===== config.mk =====
export PLATFORM = sky130hd
export DESIGN_NAME = two_counter_event_monitor
export DESIGN_NICKNAME = d
export VERILOG_FILES = /design/src/rtl/tcem_pkg.sv /design/src/rtl/two_counter_event_monitor.sv
export SDC_FILE = /design/constraint.sdc
export NUM_CORES = 1
export LEC_CHECK = 0
export BUFFER_PORTS_ARGS = -buffer_cell sky130_fd_sc_hd__clkbuf_2
export CAP_MARGIN = 30
export CORE_UTILIZATION = 45
export DETAILED_ROUTE_END_ITERATION = 6
export HOLD_SLACK_MARGIN = 0.15
export PLACE_DENSITY = 0.74
export SLEW_MARGIN = 0
export SYNTH_ARGS = -nofsm -noshare
export SYNTH_HDL_FRONTEND = slang
export SYNTH_SLANG_ARGS = --single-unit

===== constraint.sdc =====
create_clock -name clk -period 4.85 [get_ports clk]
set_input_delay 0.2425 -clock clk [delete_from_list [all_inputs] [get_ports clk]]
set_output_delay 0.2425 -clock clk [all_outputs]
set_load 0.05 [all_outputs]

===== src/rtl/tcem_pkg.sv =====
// ----------------------------------------------------------------------------
// Two-counter event monitor package
// Sizes, register layout and operation codes shared by the monitor RTL.
// ----------------------------------------------------------------------------
`default_nettype none

package tcem_pkg;

  localparam int unsigned NUM_COUNTERS = 2;
  localparam int unsigned NUM_EVENTS   = 23;

  localparam int unsigned OP_W    = 2;
  localparam int unsigned IDX_W   = 2;
  localparam int unsigned WORD_W  = 32;
  localparam int unsigned SEL_W   = 8;
  localparam int unsigned EV_IDX_W = (NUM_EVENTS > 1) ? $clog2(NUM_EVENTS) : 1;

  localparam int unsigned IN_W       = OP_W + IDX_W + WORD_W + NUM_EVENTS;
  localparam int unsigned IN_TDATA_W = ((IN_W + 7) / 8) * 8;
  localparam int unsigned OUT_W       = WORD_W + 1;
  localparam int unsigned OUT_TDATA_W = ((OUT_W + 7) / 8) * 8;
  localparam int unsigned OUT_PAD_W   = OUT_TDATA_W - OUT_W;

  localparam logic [OP_W-1:0] OP_READ  = 2'd0;
  localparam logic [OP_W-1:0] OP_WRITE = 2'd1;
  localparam logic [OP_W-1:0] OP_TICK  = 2'd2;

  localparam logic [IDX_W-1:0] REG_CONTROL = 2'd0;

  localparam int unsigned CTL_ENABLE_BIT = 0;
  localparam int unsigned CTL_RESET_BIT  = 1;
  localparam int unsigned CTL_INTEN_BIT  = 4;
  localparam int unsigned CTL_FLAG_BIT   = 8;

  localparam logic [SEL_W-1:0] SELECT_ALL = 8'hff;

  localparam int unsigned SEL_SHIFT [2] = '{20, 12};

endpackage

`default_nettype wire


===== src/rtl/two_counter_event_monitor.sv =====
// ----------------------------------------------------------------------------
// Two-counter event monitor
// Control register and two 32-bit event counters driven by a word stream.
// ----------------------------------------------------------------------------
// Each input word is a register read, a register write, one tick that
// carries the event lines or an unused code that changes nothing; s_tdata
// holds operation, reg_index, write_data and event_lines from the lowest bit
// up. Every input word yields exactly one output word on the master side
// carrying read_data and irq. A word is taken into an input register; when
// the output register is free or being emptied, the control logic updates the
// register file and loads the output register. One word is accepted every
// cycle while m_tready stays high; the register-file update is one 32-bit
// increment and all-ones check per counter.
// When the receiver stalls, the output register holds its word and the input
// register fills; s_tready falls only when both are occupied and m_tready is
// low. Reset clears the pipeline valid bits, the control register and both
// counters.
// ----------------------------------------------------------------------------
`default_nettype none

module two_counter_event_monitor (
  input  wire logic                             clk,
  input  wire logic                             rst,
  input  wire logic                             s_tvalid,
  output logic                                  s_tready,
  // operation, reg_index, write_data, event_lines, zero pad
  input  wire logic [tcem_pkg::IN_TDATA_W-1:0]  s_tdata,
  output logic                                  m_tvalid,
  input  wire logic                             m_tready,
  // read_data, irq, zero pad
  output logic [tcem_pkg::OUT_TDATA_W-1:0]      m_tdata
);
  import tcem_pkg::*;

  logic                  in_valid;
  logic [OP_W-1:0]       in_op;
  logic [IDX_W-1:0]      in_idx;
  logic [WORD_W-1:0]     in_wdata;
  logic [NUM_EVENTS-1:0] in_lines;

  logic              out_valid;
  logic [WORD_W-1:0] out_rd;
  logic              out_irq;

  logic                    count_enable, count_enable_next;
  logic [NUM_COUNTERS-1:0] inten, inten_next;
  logic [NUM_COUNTERS-1:0] flags, flags_next;
  logic [SEL_W-1:0]        sel [NUM_COUNTERS];
  logic [SEL_W-1:0]        sel_next [NUM_COUNTERS];
  logic [WORD_W-1:0]       cnt [NUM_COUNTERS];
  logic [WORD_W-1:0]       cnt_next [NUM_COUNTERS];
  logic [WORD_W-1:0]       rd_next;
  logic                    irq_next;

  logic advance;
  logic in_take;

  assign advance  = in_valid && (!out_valid || m_tready);
  assign s_tready = !in_valid || advance;
  assign in_take  = s_tvalid && s_tready;

  assign m_tvalid = out_valid;
  assign m_tdata  = {{OUT_PAD_W{1'b0}}, out_irq, out_rd};

  always_comb begin
    logic hit;
    logic [WORD_W-1:0] ctl;
    hit = 1'b0;
    count_enable_next = count_enable;
    inten_next = inten;
    flags_next = flags;
    sel_next = sel;
    cnt_next = cnt;
    rd_next = '0;
    ctl = '0;
    ctl[CTL_ENABLE_BIT] = count_enable;
    for (int i = 0; i < NUM_COUNTERS; i++) begin
      ctl[CTL_INTEN_BIT + i] = inten[i];
      ctl[CTL_FLAG_BIT + i] = flags[i];
      ctl[SEL_SHIFT[i] +: SEL_W] = sel[i];
    end
    case (in_op)
      OP_READ: begin
        if (in_idx == REG_CONTROL) begin
          rd_next = ctl;
        end
        for (int i = 0; i < NUM_COUNTERS; i++) begin
          if (in_idx == IDX_W'(i + 1)) begin
            rd_next = cnt[i];
          end
        end
      end
      OP_WRITE: begin
        if (in_idx == REG_CONTROL) begin
          count_enable_next = in_wdata[CTL_ENABLE_BIT];
          for (int i = 0; i < NUM_COUNTERS; i++) begin
            inten_next[i] = in_wdata[CTL_INTEN_BIT + i];
            if (in_wdata[CTL_FLAG_BIT + i]) begin
              flags_next[i] = 1'b0;
            end
            sel_next[i] = in_wdata[SEL_SHIFT[i] +: SEL_W];
            if (in_wdata[CTL_RESET_BIT]) begin
              cnt_next[i] = '0;
            end
          end
        end
        for (int i = 0; i < NUM_COUNTERS; i++) begin
          if (in_idx == IDX_W'(i + 1)) begin
            cnt_next[i] = in_wdata;
          end
        end
      end
      OP_TICK: begin
        if (count_enable) begin
          for (int i = 0; i < NUM_COUNTERS; i++) begin
            if (sel[i] == SELECT_ALL) begin
              hit = 1'b1;
            end else if (sel[i] < SEL_W'(NUM_EVENTS)) begin
              hit = in_lines[sel[i][EV_IDX_W-1:0]];
            end else begin
              hit = 1'b0;
            end
            if (hit) begin
              cnt_next[i] = cnt[i] + WORD_W'(1);
              if (&cnt[i]) begin
                flags_next[i] = 1'b1;
              end
            end
          end
        end
      end
      default: begin
      end
    endcase
    irq_next = |(flags_next & inten_next);
  end

  always_ff @(posedge clk) begin
    if (rst) begin
      in_valid <= 1'b0;
      out_valid <= 1'b0;
      count_enable <= 1'b0;
      inten <= '0;
      flags <= '0;
      for (int i = 0; i < NUM_COUNTERS; i++) begin
        sel[i] <= '0;
        cnt[i] <= '0;
      end
    end else begin
      if (in_take) begin
        in_valid <= 1'b1;
      end else if (advance) begin
        in_valid <= 1'b0;
      end
      if (advance) begin
        out_valid <= 1'b1;
        count_enable <= count_enable_next;
        inten <= inten_next;
        flags <= flags_next;
        sel <= sel_next;
        cnt <= cnt_next;
      end else if (m_tready) begin
        out_valid <= 1'b0;
      end
    end
  end

  always_ff @(posedge clk) begin
    if (in_take) begin
      in_op <= s_tdata[OP_W-1:0];
      in_idx <= s_tdata[OP_W +: IDX_W];
      in_wdata <= s_tdata[OP_W + IDX_W +: WORD_W];
      in_lines <= s_tdata[OP_W + IDX_W + WORD_W +: NUM_EVENTS];
    end
    if (advance) begin
      out_rd <= rd_next;
      out_irq <= irq_next;
    end
  end

endmodule

`default_nettype wire


==> results.md <==
- Worst Max-Slew Pin Slew: between 1 and 1.5 ns
- Area of the multi-input gates: approximately 4700 µm²
- Hold Vio Cnt, Final: 0
- Sequential cell fraction of total power: just under 50%
- CTS tree: done
- Clk buf depth: 2
- DRT iter0 DRCs: approximately 1600
- ANT nets after route: 0
- Final wirelength: about 30000 µm
- Power share of the clock group: roughly two fifths
- Critical R2R Capture: cnt[30]
- Port Buffers: between 90 and 100
- First-pass GRT wire length: about 46000 µm
- Top-count cell post-synth: nand2_1
- Share of cells above drive strength 1: between 10% and 20%
- Post-synth cell types: slightly below 80
- Critical Path RT: a little over 5 ns
- CP Capture Type: register
- Yosys warnings: 0
- Yosys top cell by area: edfxtp_1
- HP Start: rst
- CTS H-tree depth: 4
- Internal power: 2.46 mW
- Area contributors post-synth: edfxtp_1 28%, dfxtp_1 18%, nand2_1 5.2%, a21oi_1 4.5%, mux2i_1 3.7%
- Clk slew on worst S/H paths: approximately 0.080 ns
- Flops & latches, synth: roughly 180
- Fmax: 0.307 GHz
- Count of pins over their slew limit: 0
- Worst r2r src: sel[0]
- Row count: between 50 and 60
- Synth Flop Type: edfxtp_1
- Pwr dens: between 200 and 300 nW/µm²
- Vias in the first global route: ~8300
- Reg area: between 4000 and 5000 µm²
- Most instantiated cells after synthesis: 135 x nand2_1, 92 x edfxtp_1, 87 x a21oi_1, 87 x dfxtp_1, 58 x clkbuf_1
- Worst reg-to-reg path cell count: 5
- DRC viols: 0
- Status: finished clean
- Hold EP: cnt[1]
- Post-Syn Area: ~9700 µm²
- Area Overhead vs Synth: 18.3%
- FF-to-FF setup slack: between 1.5 and 2 ns
- Crit. Startpoint: sel[0]
- Total power: roughly 3.4 mW
- Syn_area_per_cell: between 9 and 10 µm²
- Number of buffers added for setup after CTS: 0
- Total number of vias: between 9000 and 10000
- Hpwl dp: a little under 20000 µm
- RSZ-0062 raised after global routing: no
- Final period util: around two thirds
- Switching part of the total power: between 20% and 30%
- Share of the synthesized area in the top cell type: 28.4%
- Setup-failing EPs final: 0
- Critical path class: reg2reg
- # clock sinks: around 180
- Hold Crit Class: in2reg
- Initial core utilization: between 40% and 50%
- Global placement routability congestion: roughly 0.94
- Final Util: 54.6%
- CP Launch Type: register
- CP Max Fanout: 14
- Max-Cap Viols: 0
- Die height: between 100 and 150 µm
- # nets final: about 1200
- Max-slew headroom: a little under a third
- Post-synth EDFFs: 92
- Sw power: just under 1 mW
- Post-layout min period: ~3.3 ns
- N_diodes: 0
- Number of I/O pins: 110
- GR Overflow Total: 0
- Gr usage total: 27.0%
- Comb power frac: under 10%
- Worst Path Arrival: roughly 3.6 ns
- Clock root cell: clkbuf_16
- Core Box Area: 21100 µm²
- Die width: 149 µm
- Vias per cell: between 6 and 7
- Full die area: about 22000 µm²
- DR WL/cell: between 20 and 25 µm
- Register area share after synthesis: a little under half
- First drt pass iteration count: 6
- Fill cells: 1899
- Cells after synthesis: between 1000 and 1500
- Clock skew after layout: 0.0135 ns
- Number of buffers created by CTS: 17
- WHS Path Cells: 4
- Max VDD drop: between 0.2 and 0.25 mV
- Largest net degree at the start of global routing: 68
- Ys async rst share: 0%
- Clk_lat worst skew: between 0.4 and 0.5 ns
- Setup TNS: 0 ns
- Leakage Power: roughly 4 nW
- Initial antenna violation count: 0
worst max-delay path by stage:
stage and end:
2_1_floorplan in_idx[0], 3_3_place_gp cnt[55], 3_5_place_dp cnt[26], 4_1_cts cnt[26]
5_1_grt cnt[18], 6_report cnt[30]
layout by cell type (no fill, tap or decap), drive strengths merged, types with 11 or more instances in the layout:
master | netlist | final
nand2 | 135 | 135
a21oi | 87 | 87
mux2i | 36 | 36
a31oi | 19 | 19
buf | 32 | 20
a211oi | 22 | 22
nor3 | 17 | 17
a22oi | 23 | 23
and2 | 23 | 23
clkbuf | 63 | 114
o221a | 11 | 11
inv | 23 | 31
nand3 | 33 | 33
edfxtp | 92 | 92
and3 | 19 | 19
nand4 | 28 | 28
o211ai | 12 | 12
nor4 | 15 | 15
nor2 | 39 | 39
o21ai | 43 | 43
dfxtp | 87 | 87
nor2b | 22 | 22
dlygate4sd3 | 0 | 62
registers in the layout (all words and copies together) (netlist names):
name	count
cnt	64
in_wdata	32
out_rd	32
in_lines	23
sel	16
flags	2
in_idx	2
in_op	2
inten	2
count_enable	1
in_valid	1
m_tvalid	1
out_irq	1
stage by stage:
| stage | cell area [µm²] | std cells | setup WS [ns] | hold WS [ns] |
|---|---|---|---|---|
| after floorplan | 9760 | 1036 | 1.89 | 0.341 |
| after global placement | 10300 | 1330 | 1.71 | 0.419 |
| after detailed placement | 10300 | 1332 | 1.67 | 0.421 |
| after CTS | 11500 | 1426 | 1.63 | 0.358 |
| after global routing | 11500 | 1427 | 1.47 | 0.383 |
| final | 11500 | 1427 | 1.59 | 0.371 |
worst max-delay path: stages (launching register included):
cell      delay [ns]
dfxtp_1         0.65
mux4_1          0.68
o211ai_1        0.38
a41o_2          0.53
nand2_1         0.49
o2111a_1        0.41
routing by layer:
layer	track usage [%]	wire (µm)
met1	36.8	12300
met2	41.5	13400
met3	6.27	3030
met4	10.6	759
met5	0	0
logic make-up (layout without fill, tap and decap cells):
family | count (synthesis) | after routing | synth area share [%]
and+or+nand+nor | 371 | 371 | 19.5
AOI/OAI and AO/OA | 304 | 304 | 21.8
DFF | 179 | 179 | 46.3
buffers and inverters | 118 | 234 | 5.60
muxes | 42 | 42 | 5.21
xor gates and xnor gates | 10 | 10 | 0.900
adders and majority gates | 5 | 5 | 0.643
other | 1 | 7 | 0.0385
area by class of cell:
cell class	instances	area share, %
multi-input cells	739	41.1
flip-flops and latches	179	39.1
repair buffers	179	11.0
clock buffers	17	3.69
well taps	275	2.99
clock inverters	15	1.43
inverters	23	0.750
what timing repair did:
item	4_1_cts	5_1_grt
hold endpoints to repair	61	0
gates resized for setup	0	0
hold buffers	62	0
power groups by stage:
stage	combinational, mW	sequential [mW]	clock, mW
2_1_floorplan	0.177	1.75	0
3_3_place_gp	0.286	1.73	0
3_5_place_dp	0.291	1.74	0
4_1_cts	0.331	1.70	1.39
5_1_grt	0.360	1.71	1.46
6_report	0.336	1.70	1.39
Note: power is estimated with default switching activity, not from simulation.
